**src/hdl/csvp_pkg.sv**
```systemverilog
`timescale 1ns / 1ps
package csvp_pkg;

    // Line counters are as wide as the line number fields and saturate at all ones.
    localparam int LINE_BITS = 24;
    localparam logic [LINE_BITS-1:0] LINE_TOP = '1;
    localparam logic [LINE_BITS-1:0] LINE_FIRST = LINE_BITS'(1);

    localparam int DEF_MAX_FIELDS = 1024;
    localparam int FPOS_W = 10;
    localparam int TOTAL_W = 11;

    // One input byte causes at most four events.
    localparam int MAX_EVTS = 4;
    localparam int EVT_IDX_W = 2;
    localparam int EVT_CNT_W = 3;

    localparam int QUEUE_DEPTH = 4;

    localparam int CFG_ADDR_W = 2;
    localparam int CFG_DATA_W = 8;

    localparam logic [7:0] CH_QUOTE = 8'h22;
    localparam logic [7:0] CH_CR = 8'h0D;
    localparam logic [7:0] CH_LF = 8'h0A;
    localparam logic [7:0] SEP_RESET = 8'd44;
    localparam logic [7:0] BOM_B0 = 8'hEF;
    localparam logic [7:0] BOM_B1 = 8'hBB;
    localparam logic [7:0] BOM_B2 = 8'hBF;
    localparam logic [1:0] BOM_DONE = 2'd3;

    typedef enum logic [1:0] {
        KIND_BYTE,
        KIND_EOF,
        KIND_EOR,
        KIND_ERR
    } t_kind;

    typedef enum logic [1:0] {
        ERR_NONE,
        ERR_STRAY,
        ERR_UNTERM,
        ERR_COUNT
    } t_err;

    typedef enum logic [CFG_ADDR_W-1:0] {
        CFG_SEP,
        CFG_STRICT,
        CFG_HDR
    } t_cfg_idx;

    typedef struct packed {
        t_kind      kind;
        logic [7:0] data;
    } t_evt;

    // All events caused by one input byte share everything but kind and data.
    typedef struct packed {
        logic [EVT_CNT_W-1:0]  cnt;
        t_evt [MAX_EVTS-1:0]   evt;
        logic                  quoted;
        logic [FPOS_W-1:0]     pos;
        logic [TOTAL_W-1:0]    total;
        logic                  hdr;
        t_err                  err;
        logic [LINE_BITS-1:0]  line;
        logic [LINE_BITS-1:0]  row_line;
    } t_bundle;

    localparam int OUT_PAYLOAD_W = 8 + 1 + FPOS_W + TOTAL_W + 1 + 2 + 2 * LINE_BITS;
    localparam int M_TDATA_W = ((OUT_PAYLOAD_W + 7) / 8) * 8;

    function automatic logic [7:0] f_bom_byte(input logic [1:0] idx);
        logic [7:0] r;
        case (idx)
            2'd0: r = BOM_B0;
            2'd1: r = BOM_B1;
            default: r = BOM_B2;
        endcase
        return r;
    endfunction

    function automatic t_bundle f_emit(input t_bundle b, input t_kind k, input logic [7:0] d);
        t_bundle r;
        r = b;
        if (b.cnt < EVT_CNT_W'(MAX_EVTS)) begin
            r.evt[b.cnt[EVT_IDX_W-1:0]].kind = k;
            r.evt[b.cnt[EVT_IDX_W-1:0]].data = d;
            r.cnt = b.cnt + 1'b1;
        end
        return r;
    endfunction

    // Emits the byte-order mark bytes matched so far; nothing is held once
    // matching has finished.
    function automatic t_bundle f_flush(input t_bundle b, input logic [1:0] prog);
        t_bundle r;
        r = b;
        for (int i = 0; i < 2; i++) begin
            if (prog != BOM_DONE && 2'(i) < prog) begin
                r = f_emit(r, KIND_BYTE, f_bom_byte(2'(i)));
            end
        end
        return r;
    endfunction

    function automatic logic [LINE_BITS-1:0] f_line_inc(input logic [LINE_BITS-1:0] x);
        return (x == LINE_TOP) ? x : x + 1'b1;
    endfunction

endpackage

```
**src/hdl/csvp_front.sv**
```systemverilog
`timescale 1ns / 1ps
module csvp_front #(
    parameter int MAX_FIELDS = csvp_pkg::DEF_MAX_FIELDS
) (
    input  logic                             i_clk,
    input  logic                             i_rst_n,
    input  logic                             i_cfg_we,
    input  logic [csvp_pkg::CFG_ADDR_W-1:0]  i_cfg_addr,
    input  logic [csvp_pkg::CFG_DATA_W-1:0]  i_cfg_wdata,
    input  logic                             i_accept,
    input  logic [7:0]                       i_byte,
    input  logic                             i_eoi,
    output csvp_pkg::t_bundle                o_bundle
);
    import csvp_pkg::*;

    localparam int CW = (MAX_FIELDS > 1) ? $clog2(MAX_FIELDS) : 1;
    localparam logic [CW-1:0] CNT_TOP = CW'(MAX_FIELDS - 1);

    logic [7:0]           r_sep;
    logic                 r_strict, r_hdr;
    logic                 r_inq, n_inq;
    logic                 r_qp, n_qp;
    logic                 r_swallow, n_swallow;
    logic                 r_fq, n_fq;
    logic                 r_row_open, n_row_open;
    logic                 r_nonempty, n_nonempty;
    logic [LINE_BITS-1:0] r_cur_line, n_cur_line;
    logic [LINE_BITS-1:0] r_row_line, n_row_line;
    logic [LINE_BITS-1:0] r_quote_line, n_quote_line;
    logic [CW-1:0]        r_fcnt, n_fcnt;
    logic [CW:0]          r_expected, n_expected;
    logic                 r_first_seen, n_first_seen;
    logic [1:0]           r_bom, n_bom;
    logic                 r_in_first, n_in_first;
    logic                 r_stopped, n_stopped;

    always_ff @(posedge i_clk) begin
        if (!i_rst_n) begin
            r_sep <= SEP_RESET;
            r_strict <= 1'b0;
            r_hdr <= 1'b0;
        end else if (i_cfg_we) begin
            case (i_cfg_addr)
                CFG_SEP: r_sep <= i_cfg_wdata[7:0];
                CFG_STRICT: r_strict <= i_cfg_wdata[0];
                CFG_HDR: r_hdr <= i_cfg_wdata[0];
                default: ;
            endcase
        end
    end

    always_comb begin
        t_bundle              b;
        logic                 handled, do_put, do_push, do_finish, do_bump, do_open;
        logic [7:0]           put_b;
        logic [CW:0]          total;
        logic [LINE_BITS-1:0] ev_line;
        t_err                 ev_err;

        n_inq = r_inq;
        n_qp = r_qp;
        n_swallow = r_swallow;
        n_fq = r_fq;
        n_row_open = r_row_open;
        n_nonempty = r_nonempty;
        n_cur_line = r_cur_line;
        n_row_line = r_row_line;
        n_quote_line = r_quote_line;
        n_fcnt = r_fcnt;
        n_expected = r_expected;
        n_first_seen = r_first_seen;
        n_bom = r_bom;
        n_in_first = r_in_first;
        n_stopped = r_stopped;

        b = '0;
        handled = 1'b0;
        do_put = 1'b0;
        do_push = 1'b0;
        do_finish = 1'b0;
        do_bump = 1'b0;
        do_open = 1'b0;
        put_b = i_byte;
        total = {1'b0, r_fcnt} + 1'b1;
        ev_line = r_cur_line;
        ev_err = ERR_NONE;

        if (!r_stopped) begin
            if (i_eoi) begin
                n_swallow = 1'b0;
                if (r_qp) begin
                    n_qp = 1'b0;
                    n_inq = 1'b0;
                end
                if (n_inq) begin
                    // The line reported is where the open quote began.
                    ev_line = r_quote_line;
                    ev_err = ERR_UNTERM;
                    b = f_emit(b, KIND_ERR, 8'h00);
                    n_stopped = 1'b1;
                end else begin
                    do_finish = 1'b1;
                end
            end else begin
                if (r_swallow) begin
                    n_swallow = 1'b0;
                    if (i_byte == CH_LF) begin
                        handled = 1'b1;
                    end
                end
                if (!handled && r_qp) begin
                    // A held quote is either an escaped quote or the closing one.
                    n_qp = 1'b0;
                    if (i_byte == CH_QUOTE) begin
                        do_put = 1'b1;
                        put_b = CH_QUOTE;
                        handled = 1'b1;
                    end else begin
                        n_inq = 1'b0;
                    end
                end else if (!handled && r_inq) begin
                    handled = 1'b1;
                    if (i_byte == CH_QUOTE) begin
                        n_qp = 1'b1;
                    end else if (i_byte == CH_CR) begin
                        do_put = 1'b1;
                        put_b = CH_LF;
                        do_bump = 1'b1;
                        n_swallow = 1'b1;
                    end else if (i_byte == CH_LF) begin
                        do_put = 1'b1;
                        put_b = CH_LF;
                        do_bump = 1'b1;
                    end else begin
                        do_put = 1'b1;
                    end
                end
                if (!handled) begin
                    if (i_byte == CH_QUOTE) begin
                        if (!r_nonempty && !r_fq) begin
                            do_open = 1'b1;
                            n_inq = 1'b1;
                            n_fq = 1'b1;
                            n_quote_line = r_cur_line;
                        end else begin
                            ev_err = ERR_STRAY;
                            b = f_emit(b, KIND_ERR, 8'h00);
                            n_stopped = 1'b1;
                        end
                    end else if (i_byte == r_sep) begin
                        do_push = 1'b1;
                    end else if (i_byte == CH_CR || i_byte == CH_LF) begin
                        if (i_byte == CH_CR) begin
                            n_swallow = 1'b1;
                        end
                        do_finish = 1'b1;
                        do_bump = 1'b1;
                    end else begin
                        do_open = 1'b1;
                        do_put = 1'b1;
                    end
                end
            end

            if (do_open || do_push) begin
                if (!r_row_open) begin
                    n_row_line = r_cur_line;
                end
                n_row_open = 1'b1;
            end

            if (do_put) begin
                n_nonempty = 1'b1;
                if (r_in_first && r_bom != BOM_DONE) begin
                    if (put_b == f_bom_byte(r_bom)) begin
                        n_bom = r_bom + 1'b1;
                    end else begin
                        b = f_flush(b, r_bom);
                        n_bom = BOM_DONE;
                        b = f_emit(b, KIND_BYTE, put_b);
                    end
                end else begin
                    b = f_emit(b, KIND_BYTE, put_b);
                end
            end

            if (do_push) begin
                if (r_in_first) begin
                    b = f_flush(b, r_bom);
                    n_bom = BOM_DONE;
                    n_in_first = 1'b0;
                end
                b = f_emit(b, KIND_EOF, 8'h00);
                if (r_fcnt != CNT_TOP) begin
                    n_fcnt = r_fcnt + 1'b1;
                end
                n_nonempty = 1'b0;
                n_fq = 1'b0;
            end

            // A blank line has no open record and produces nothing.
            if (do_finish && (r_row_open || r_nonempty || r_fcnt != '0)) begin
                if (r_in_first) begin
                    b = f_flush(b, r_bom);
                    n_bom = BOM_DONE;
                    n_in_first = 1'b0;
                end
                b = f_emit(b, KIND_EOF, 8'h00);
                b = f_emit(b, KIND_EOR, 8'h00);
                if (!r_first_seen) begin
                    n_expected = total;
                    n_first_seen = 1'b1;
                end else if (r_strict && total != r_expected) begin
                    ev_err = ERR_COUNT;
                    b = f_emit(b, KIND_ERR, 8'h00);
                    n_stopped = 1'b1;
                end
                n_fcnt = '0;
                n_nonempty = 1'b0;
                n_fq = 1'b0;
                n_row_open = 1'b0;
            end

            if (do_bump) begin
                n_cur_line = f_line_inc(r_cur_line);
            end
        end

        b.quoted = r_fq;
        b.pos = FPOS_W'(r_fcnt);
        b.total = TOTAL_W'(total);
        b.hdr = r_hdr && !r_first_seen;
        b.err = ev_err;
        b.line = ev_line;
        b.row_line = n_row_line;
        o_bundle = b;

        // A clean end of input starts a fresh stream.
        if (!r_stopped && i_eoi && !n_stopped) begin
            n_inq = 1'b0;
            n_qp = 1'b0;
            n_swallow = 1'b0;
            n_fq = 1'b0;
            n_row_open = 1'b0;
            n_nonempty = 1'b0;
            n_cur_line = LINE_FIRST;
            n_row_line = LINE_FIRST;
            n_quote_line = '0;
            n_fcnt = '0;
            n_expected = '0;
            n_first_seen = 1'b0;
            n_bom = 2'd0;
            n_in_first = 1'b1;
        end
    end

    always_ff @(posedge i_clk) begin
        if (!i_rst_n) begin
            r_inq <= 1'b0;
            r_qp <= 1'b0;
            r_swallow <= 1'b0;
            r_fq <= 1'b0;
            r_row_open <= 1'b0;
            r_nonempty <= 1'b0;
            r_cur_line <= LINE_FIRST;
            r_row_line <= LINE_FIRST;
            r_quote_line <= '0;
            r_fcnt <= '0;
            r_expected <= '0;
            r_first_seen <= 1'b0;
            r_bom <= 2'd0;
            r_in_first <= 1'b1;
            r_stopped <= 1'b0;
        end else if (i_accept) begin
            r_inq <= n_inq;
            r_qp <= n_qp;
            r_swallow <= n_swallow;
            r_fq <= n_fq;
            r_row_open <= n_row_open;
            r_nonempty <= n_nonempty;
            r_cur_line <= n_cur_line;
            r_row_line <= n_row_line;
            r_quote_line <= n_quote_line;
            r_fcnt <= n_fcnt;
            r_expected <= n_expected;
            r_first_seen <= n_first_seen;
            r_bom <= n_bom;
            r_in_first <= n_in_first;
            r_stopped <= n_stopped;
        end
    end

endmodule

```
**src/hdl/csvp_queue.sv**
```systemverilog
`timescale 1ns / 1ps
module csvp_queue (
    input  logic              i_clk,
    input  logic              i_rst_n,
    input  logic              i_push,
    input  csvp_pkg::t_bundle i_data,
    output logic              o_full,
    input  logic              i_pop,
    output csvp_pkg::t_bundle o_data,
    output logic              o_empty
);
    import csvp_pkg::*;

    localparam int PTR_W = $clog2(QUEUE_DEPTH);

    t_bundle          r_mem [QUEUE_DEPTH];
    logic [PTR_W-1:0] r_wr, r_rd;
    logic [PTR_W:0]   r_cnt;

    assign o_full = (r_cnt == (PTR_W + 1)'(QUEUE_DEPTH));
    assign o_empty = (r_cnt == '0);
    assign o_data = r_mem[r_rd];

    always_ff @(posedge i_clk) begin
        if (i_push) begin
            r_mem[r_wr] <= i_data;
        end
    end

    always_ff @(posedge i_clk) begin
        if (!i_rst_n) begin
            r_wr <= '0;
            r_rd <= '0;
            r_cnt <= '0;
        end else begin
            if (i_push) begin
                r_wr <= r_wr + 1'b1;
            end
            if (i_pop) begin
                r_rd <= r_rd + 1'b1;
            end
            if (i_push && !i_pop) begin
                r_cnt <= r_cnt + 1'b1;
            end else if (!i_push && i_pop) begin
                r_cnt <= r_cnt - 1'b1;
            end
        end
    end

endmodule

```
**src/hdl/csvp_back.sv**
```systemverilog
`timescale 1ns / 1ps
module csvp_back (
    input  logic                            i_clk,
    input  logic                            i_rst_n,
    input  csvp_pkg::t_bundle               i_data,
    input  logic                            i_empty,
    output logic                            o_pop,
    output logic                            o_tvalid,
    input  logic                            i_tready,
    output logic [csvp_pkg::M_TDATA_W-1:0]  o_tdata,
    output logic [1:0]                      o_tuser,
    output logic                            o_tlast
);
    import csvp_pkg::*;

    t_bundle              r_cur;
    logic                 r_valid;
    logic [EVT_IDX_W-1:0] r_idx;

    logic                 w_last, w_done;
    t_evt                 w_evt;
    t_err                 w_err;
    logic [TOTAL_W-1:0]   w_total;
    logic [LINE_BITS-1:0] w_line;

    assign w_last = (({1'b0, r_idx} + 1'b1) == r_cur.cnt);
    assign w_done = r_valid && i_tready && w_last;
    assign o_pop = !i_empty && (!r_valid || w_done);

    always_ff @(posedge i_clk) begin
        if (o_pop) begin
            r_cur <= i_data;
        end
    end

    always_ff @(posedge i_clk) begin
        if (!i_rst_n) begin
            r_valid <= 1'b0;
            r_idx <= '0;
        end else if (o_pop) begin
            r_valid <= 1'b1;
            r_idx <= '0;
        end else if (w_done) begin
            r_valid <= 1'b0;
        end else if (r_valid && i_tready) begin
            r_idx <= r_idx + 1'b1;
        end
    end

    always_comb begin
        w_evt = r_cur.evt[r_idx];
        w_err = (w_evt.kind == KIND_ERR) ? r_cur.err : ERR_NONE;
        w_total = (w_evt.kind == KIND_EOR) ? r_cur.total : '0;
        w_line = (w_evt.kind == KIND_ERR && r_cur.err == ERR_COUNT) ? r_cur.row_line
                                                                     : r_cur.line;
    end

    assign o_tvalid = r_valid;
    assign o_tlast = w_last;
    assign o_tuser = w_evt.kind;
    assign o_tdata = {{(M_TDATA_W - OUT_PAYLOAD_W){1'b0}}, r_cur.row_line, w_line,
                      w_err, r_cur.hdr, w_total, r_cur.pos, r_cur.quoted, w_evt.data};

endmodule

```
**src/hdl/csv_record_parser_top.sv**
```systemverilog
`timescale 1ns / 1ps
// CSV record parser. Raw text enters on the slave stream one byte per transfer; tuser[0]
// marks end of input, in which case the byte is ignored. Events leave on the master stream:
// tuser carries the event kind (field byte, end of field, end of record, error) and tdata
// carries the data byte and the field, record and line information. tlast marks the final
// event caused by one input transfer. Input bytes that cause no event produce no transfer.
// The configuration port (separator, strict row counts, header flag) is written while the
// stream is idle; writes take effect at the next clock edge.
// Throughput: one input byte per cycle while each byte causes at most one event and the
// receiver is ready. A byte that causes several events (end of record, a flushed byte-order
// mark) holds the output for each of its events in turn; a four-entry queue between the
// parser and the output stage absorbs short bursts before the input is held off. An event
// is written into the queue and then into the output stage register before it is sent.
// After an error event the parser accepts and drops all input until reset. Reset clears the
// parser, the queue and the output stage and restores the default configuration. When the
// receiver stalls, the current event holds, the queue fills, and then tready drops.
module csv_record_parser_top #(
    parameter int MAX_FIELDS = csvp_pkg::DEF_MAX_FIELDS
) (
    input  logic                            i_clk,
    input  logic                            i_rst_n,
    // Configuration writes.
    input  logic                            i_cfg_we,
    input  logic [csvp_pkg::CFG_ADDR_W-1:0] i_cfg_addr,
    input  logic [csvp_pkg::CFG_DATA_W-1:0] i_cfg_wdata,
    // Input stream.
    input  logic                            i_s_axis_tvalid,
    output logic                            o_s_axis_tready,
    input  logic [7:0]                      i_s_axis_tdata,  // [7:0] in_byte
    input  logic                            i_s_axis_tuser,  // [0] end_of_input
    // Event stream.
    output logic                            o_m_axis_tvalid,
    input  logic                            i_m_axis_tready,
    // [7:0] data_byte, [8] field_was_quoted, [18:9] field_position,
    // [29:19] record_field_total, [30] record_is_header, [32:31] error_code,
    // [56:33] line_number, [80:57] record_start_line, upper bits zero
    output logic [csvp_pkg::M_TDATA_W-1:0]  o_m_axis_tdata,
    output logic [1:0]                      o_m_axis_tuser,  // [1:0] event_kind
    output logic                            o_m_axis_tlast   // last_of_run
);
    import csvp_pkg::*;

    logic    w_accept, w_push, w_full, w_pop, w_empty;
    t_bundle w_front, w_head;

    assign o_s_axis_tready = !w_full;
    assign w_accept = i_s_axis_tvalid && o_s_axis_tready;
    // Only bytes that produce events take a queue slot.
    assign w_push = w_accept && (w_front.cnt != '0);

    csvp_front #(
        .MAX_FIELDS(MAX_FIELDS)
    ) u_front (
        .i_clk       (i_clk),
        .i_rst_n     (i_rst_n),
        .i_cfg_we    (i_cfg_we),
        .i_cfg_addr  (i_cfg_addr),
        .i_cfg_wdata (i_cfg_wdata),
        .i_accept    (w_accept),
        .i_byte      (i_s_axis_tdata),
        .i_eoi       (i_s_axis_tuser),
        .o_bundle    (w_front)
    );

    csvp_queue u_queue (
        .i_clk   (i_clk),
        .i_rst_n (i_rst_n),
        .i_push  (w_push),
        .i_data  (w_front),
        .o_full  (w_full),
        .i_pop   (w_pop),
        .o_data  (w_head),
        .o_empty (w_empty)
    );

    csvp_back u_back (
        .i_clk    (i_clk),
        .i_rst_n  (i_rst_n),
        .i_data   (w_head),
        .i_empty  (w_empty),
        .o_pop    (w_pop),
        .o_tvalid (o_m_axis_tvalid),
        .i_tready (i_m_axis_tready),
        .o_tdata  (o_m_axis_tdata),
        .o_tuser  (o_m_axis_tuser),
        .o_tlast  (o_m_axis_tlast)
    );

    // An error always ends the run of events of its input byte.
    a_err_is_last : assert property (@(posedge i_clk) disable iff (!i_rst_n)
        (o_m_axis_tvalid && o_m_axis_tuser == KIND_ERR) |-> o_m_axis_tlast)
        else $error("error event not marked last");

    // An error code appears exactly on error events.
    a_err_code_kind : assert property (@(posedge i_clk) disable iff (!i_rst_n)
        o_m_axis_tvalid |->
            ((o_m_axis_tuser == KIND_ERR) == (o_m_axis_tdata[32:31] != ERR_NONE)))
        else $error("error code does not match event kind");

    // The record field total is only reported with end of record.
    a_total_on_eor : assert property (@(posedge i_clk) disable iff (!i_rst_n)
        (o_m_axis_tvalid && o_m_axis_tuser != KIND_EOR) |-> (o_m_axis_tdata[29:19] == '0))
        else $error("field total outside end of record");

    // A queue that is empty cannot be popped.
    a_no_pop_empty : assert property (@(posedge i_clk) disable iff (!i_rst_n)
        w_empty |-> !w_pop)
        else $error("pop from empty event queue");

endmodule
```
**config.mk**
```make
export PLATFORM = sky130hd
export DESIGN_NAME = csv_record_parser_top
export DESIGN_NICKNAME = d
export VERILOG_FILES = /design/src/hdl/csvp_pkg.sv /design/src/hdl/csvp_front.sv /design/src/hdl/csvp_queue.sv /design/src/hdl/csvp_back.sv /design/src/hdl/csv_record_parser_top.sv
export SDC_FILE = /design/constraint.sdc
export NUM_CORES = 1
export LEC_CHECK = 0
export BUFFER_PORTS_ARGS = -buffer_cell sky130_fd_sc_hd__buf_4
export CELL_PAD_IN_SITES_DETAIL_PLACEMENT = 1
export CELL_PAD_IN_SITES_GLOBAL_PLACEMENT = 2
export CORE_ASPECT_RATIO = 0.6
export CORE_UTILIZATION = 30
export CTS_BUF_LIST = sky130_fd_sc_hd__clkbuf_8
export CTS_CLUSTER_SIZE = 25
export DETAILED_ROUTE_END_ITERATION = 7
export PLACE_DENSITY = 0.57
export SLEW_MARGIN = 20
export SYNTH_ARGS = -nofsm -noshare
export SYNTH_HDL_FRONTEND = slang
export SYNTH_SLANG_ARGS = --single-unit
export TNS_END_PERCENT = 50
```
**constraint.sdc**
```tcl
create_clock -name i_clk -period 13.3 [get_ports i_clk]
set_input_delay 0.665 -clock i_clk [delete_from_list [all_inputs] [get_ports i_clk]]
set_output_delay 0.665 -clock i_clk [all_outputs]
set_load 0.005 [all_outputs]
```
==> out/results.tsv <==
stage	metric	value	unit
global_routing	vias in the first global route	18473	
cells_and_area	most frequent cells in the layout	edfxtp_1, nand2_1, buf_4	
synth	#FFs+latches synth	704	
detailed_routing	WL per Instance	24.2	um
detailed_routing	met1 wire length	45.2	mm
floorplan	I/O pins	117	
synth	ys async rst share	0	%
synth	Syn Std Cell Area	0.0305	mm2
clocking	clk buf depth	3	
timing	RSZ-0062 raised after global routing	false	
global_routing	first-pass GRT wire length	128	mm
placed_design	DP Wirelength	58.5	mm
global_routing	largest net degree at the start of global routing	87	
detailed_routing	WL met2	34.9	mm
clocking	Clock transition at path regs	0.06	ns
floorplan	core area	0.101	mm2
synth	Post-synth top flop	edfxtp_1	
job	max-cap violations	0	
power	Final Total Pwr	6.43	mW
placed_design	Buffers on Ports	109	
timing	Tcrit/Tclk final	87.4	%
worst_setup_path	Setup crit start kind	input pin	
clocking	CTS root buf	clkbuf_8	
timing	post-layout min period	11.62	ns
floorplan	Die Ht	249	um
floorplan	Core Rows	90	
min_path	min-delay src	i_cfg_wdata[5]	
worst_setup_path	WS Path Type	input pin to flop	
detailed_routing	DRC violations left	0	
power	internal power	4.48	mW
power	combinational share of power	25.4	%
synth	Cells after Synth	2054	
timing	final setup vio count	0	
global_routing	initial antenna violation count	6	
clocking	Clock Sinks	704	
global_routing	Total GRT Usage	17.0	%
detailed_routing	Top Layer Used	met4	
min_path	Min-Delay Path Class	input pin to flop	
cells_and_area	most common cell after layout, fill and taps aside	edfxtp_1	
clocking	H-tree depth	3	
detailed_routing	first-pass iteration count of the detailed router	5	
timing	Slew @ Worst Pin	1.16	ns
power	NetSw	1.95	mW
power	sw frac	30.4	%
outcome	status	complete, no violations	
cells_and_area	filler cell count	10457	
power	clock network power share	27.6	%
power	Power Density	185	mW/mm2
timing	Final Hold Viols	0	
timing	post-route setup TNS	0	ns
power	P_leak	11.7	nW
cells_and_area	area grow syn2layout	14.0	%
cells_and_area	Multi-input gate area	0.00977	mm2
timing	Worst Clk Skew	0.0321	ns
worst_setup_path	crit path DAT	12.32	ns
worst_setup_path	Crit Path Max Fanout	14	
cells_and_area	register area	0.0199	mm2
timing	Pins Over Slew Limit	0	
floorplan	Die W	414	um
clocking	clk_lat worst skew	0.80	ns
detailed_routing	via count	18027	
synth	Syn Area/Cell	14.9	um2
detailed_routing	ANT nets after route	0	
detailed_routing	initial DRC count	1195	
worst_setup_path	WP data required	14.01	ns
synth	Synth cell types	80	
floorplan	die area	0.103	mm2
timing	fmax	0.0861	GHz
timing	worst rel slew slack	22.0	%
worst_setup_path	Worst Setup SP	i_s_axis_tdata[0]	
placed_design	Placer Congestion	0.812	
power	Peak VDD IR	0.123	mV
worst_setup_path	most used cell, CP	ha_1	
global_routing	Congestion Overflow GR	0	
cells_and_area	layout cells sized above 1	23.2	%
synth	Yosys warning count	0	
detailed_routing	met3 WL post-DR	5.38	mm
worst_setup_path	kind of end point of the critical path	flop	
floorplan	initial core utilization	30.3	%
power	register share of total power	47.0	%
synth	post-synthesis sequential area ratio	65.2	%
clocking	Inserted Clock Buffers	106	
clocking	CTS tree	yes	
detailed_routing	Via density	5.02	
worst_setup_path	worst r2r src	u_front.r_bom[0]$_SDFFE_PN0P_	
detailed_routing	routed wire length	87.1	mm
synth	number of flops mapped to enable cells by yosys	580	
worst_setup_path	Slowest cell on crit path	and3_1	
worst_setup_path	Slowest Stage Delay on Critical Path	0.59	ns
cells_and_area	layout net count	2245	
==> state kept, by name, indices dropped and copies added (netlist names), 10 cells and up <==
name,count
u_back.o_tdata,36
u_front.r_row_line,24
u_back.r_cur,80
u_front.r_fcnt,10
u_queue.r_mem,464
u_front.r_expected,11
u_front.r_cur_line,24
u_front.r_quote_line,24
==> cell usage after synthesis (all sizes together), types with 6 or more instances <==
master | n | area share (%)
o21ai | 79 | 1.3
a211oi | 9 | 0.25
or3 | 6 | 0.14
nand2b | 8 | 0.16
xnor2 | 32 | 0.92
ha | 51 | 2.1
nand2 | 145 | 1.8
nor3 | 20 | 0.38
a31oi | 6 | 0.12
nor2 | 110 | 1.4
mux2 | 70 | 2.6
a21o | 6 | 0.15
inv | 39 | 0.48
nand3b | 8 | 0.20
a21oi | 84 | 1.4
mux4 | 126 | 9.3
o31ai | 7 | 0.26
o22ai | 9 | 0.18
nor4 | 9 | 0.27
edfxtp | 580 | 57
a21boi | 39 | 0.96
nand4 | 12 | 0.30
nand3 | 62 | 1.0
a22oi | 43 | 1.1
nor2b | 55 | 1.1
dfxtp | 124 | 8.1
and3 | 24 | 0.49
mux2i | 16 | 0.52
and2 | 31 | 0.64
buf | 84 | 1.7
clkbuf | 63 | 0.78
xor2 | 30 | 0.86
==> cell families after synthesis <==
| group | after synthesis | synth area share [%] |
|---|---|---|
| mux | 212 | 12.4 |
| flops | 704 | 65.2 |
| xor+xnor | 64 | 1.94 |
| simple gates | 512 | 8.42 |
| fa+ha+maj | 52 | 2.16 |
| compound gates | 322 | 6.88 |
| other cells | 1 | 0.0123 |
| buf+inv | 187 | 2.98 |
==> per-layer routing <==
layer	vias to the layer above	track usage (%)
met1	9414	27.1
met4	0	4.33
li1	8049	-
met2	443	22.3
met3	121	4.34
met5	-	0
==> layout make-up <==
type / instances / share of cell area, %
Sequential cell: 704 / 57.2
Clock inverter: 72 / 1.18
Tap cell: 1334 / 4.80
Inverter: 40 / 0.439
Clock buffer: 121 / 4.79
Antenna cell: 4 / 0.0288
Multi-Input combinational cell: 1169 / 28.1
Timing Repair Buffer: 148 / 3.49
==> metrics by stage <==
step	instances	hold slack (ns)	setup slack (ns)	instance area (um2)	utilization, %
2_1_floorplan	2060	0.442	1.13	30500	-
3_3_place_gp	3394	0.455	1.30	32700	32.5
3_5_place_dp	3394	0.470	1.09	32700	32.5
4_1_cts	3588	0.0131	1.84	34800	34.6
5_1_grt	3591	0.0582	0.870	34800	34.6
6_report	3592	0.104	1.68	34800	34.6
==> path summary, 6_finish.rpt <==
check | cells after the start | slack (ns) | endpoint
worst max-delay path | 50 | 1.68 | u_queue.r_cnt[2]$_SDFFE_PN0P_
worst min-delay path | 3 | 0.10 | u_front.r_sep[5]$_SDFFE_PN1P_
worst max register to register | 48 | 1.73 | u_queue.r_cnt[2]$_SDFFE_PN0P_
worst min register to register | 2 | 0.48 | u_front.r_quote_line[13]$_SDFFE_PN0P_
==> worst max-delay path, delay by kind of cell <==
family | cells | cell delay, ns
XOR/XNOR | 1 | 0.17
AND/OR/NAND/NOR | 14 | 2.78
adder cells (fa/ha/maj) | 11 | 3.55
buffers and inverters | 6 | 0.91
AO/OA/AOI/OAI | 18 | 4.24
==> power by group through the flow <==
stage	Combinational [mW]	Clock (mW)	Sequential [mW]
floorplan	1.07	0	3.02
global placement	1.67	0	3.06
detailed placement	1.67	0	3.08
CTS	1.68	1.84	3.04
global route	1.78	1.92	3.07
finish	1.63	1.77	3.02
==> timing repair <==
item	in CTS	in global routing
endpoints found under the hold margin	1	0
hold buffers	1	0
setup buffers	0	0
resized for setup	0	0
Power figures use the tool's default switching activity.
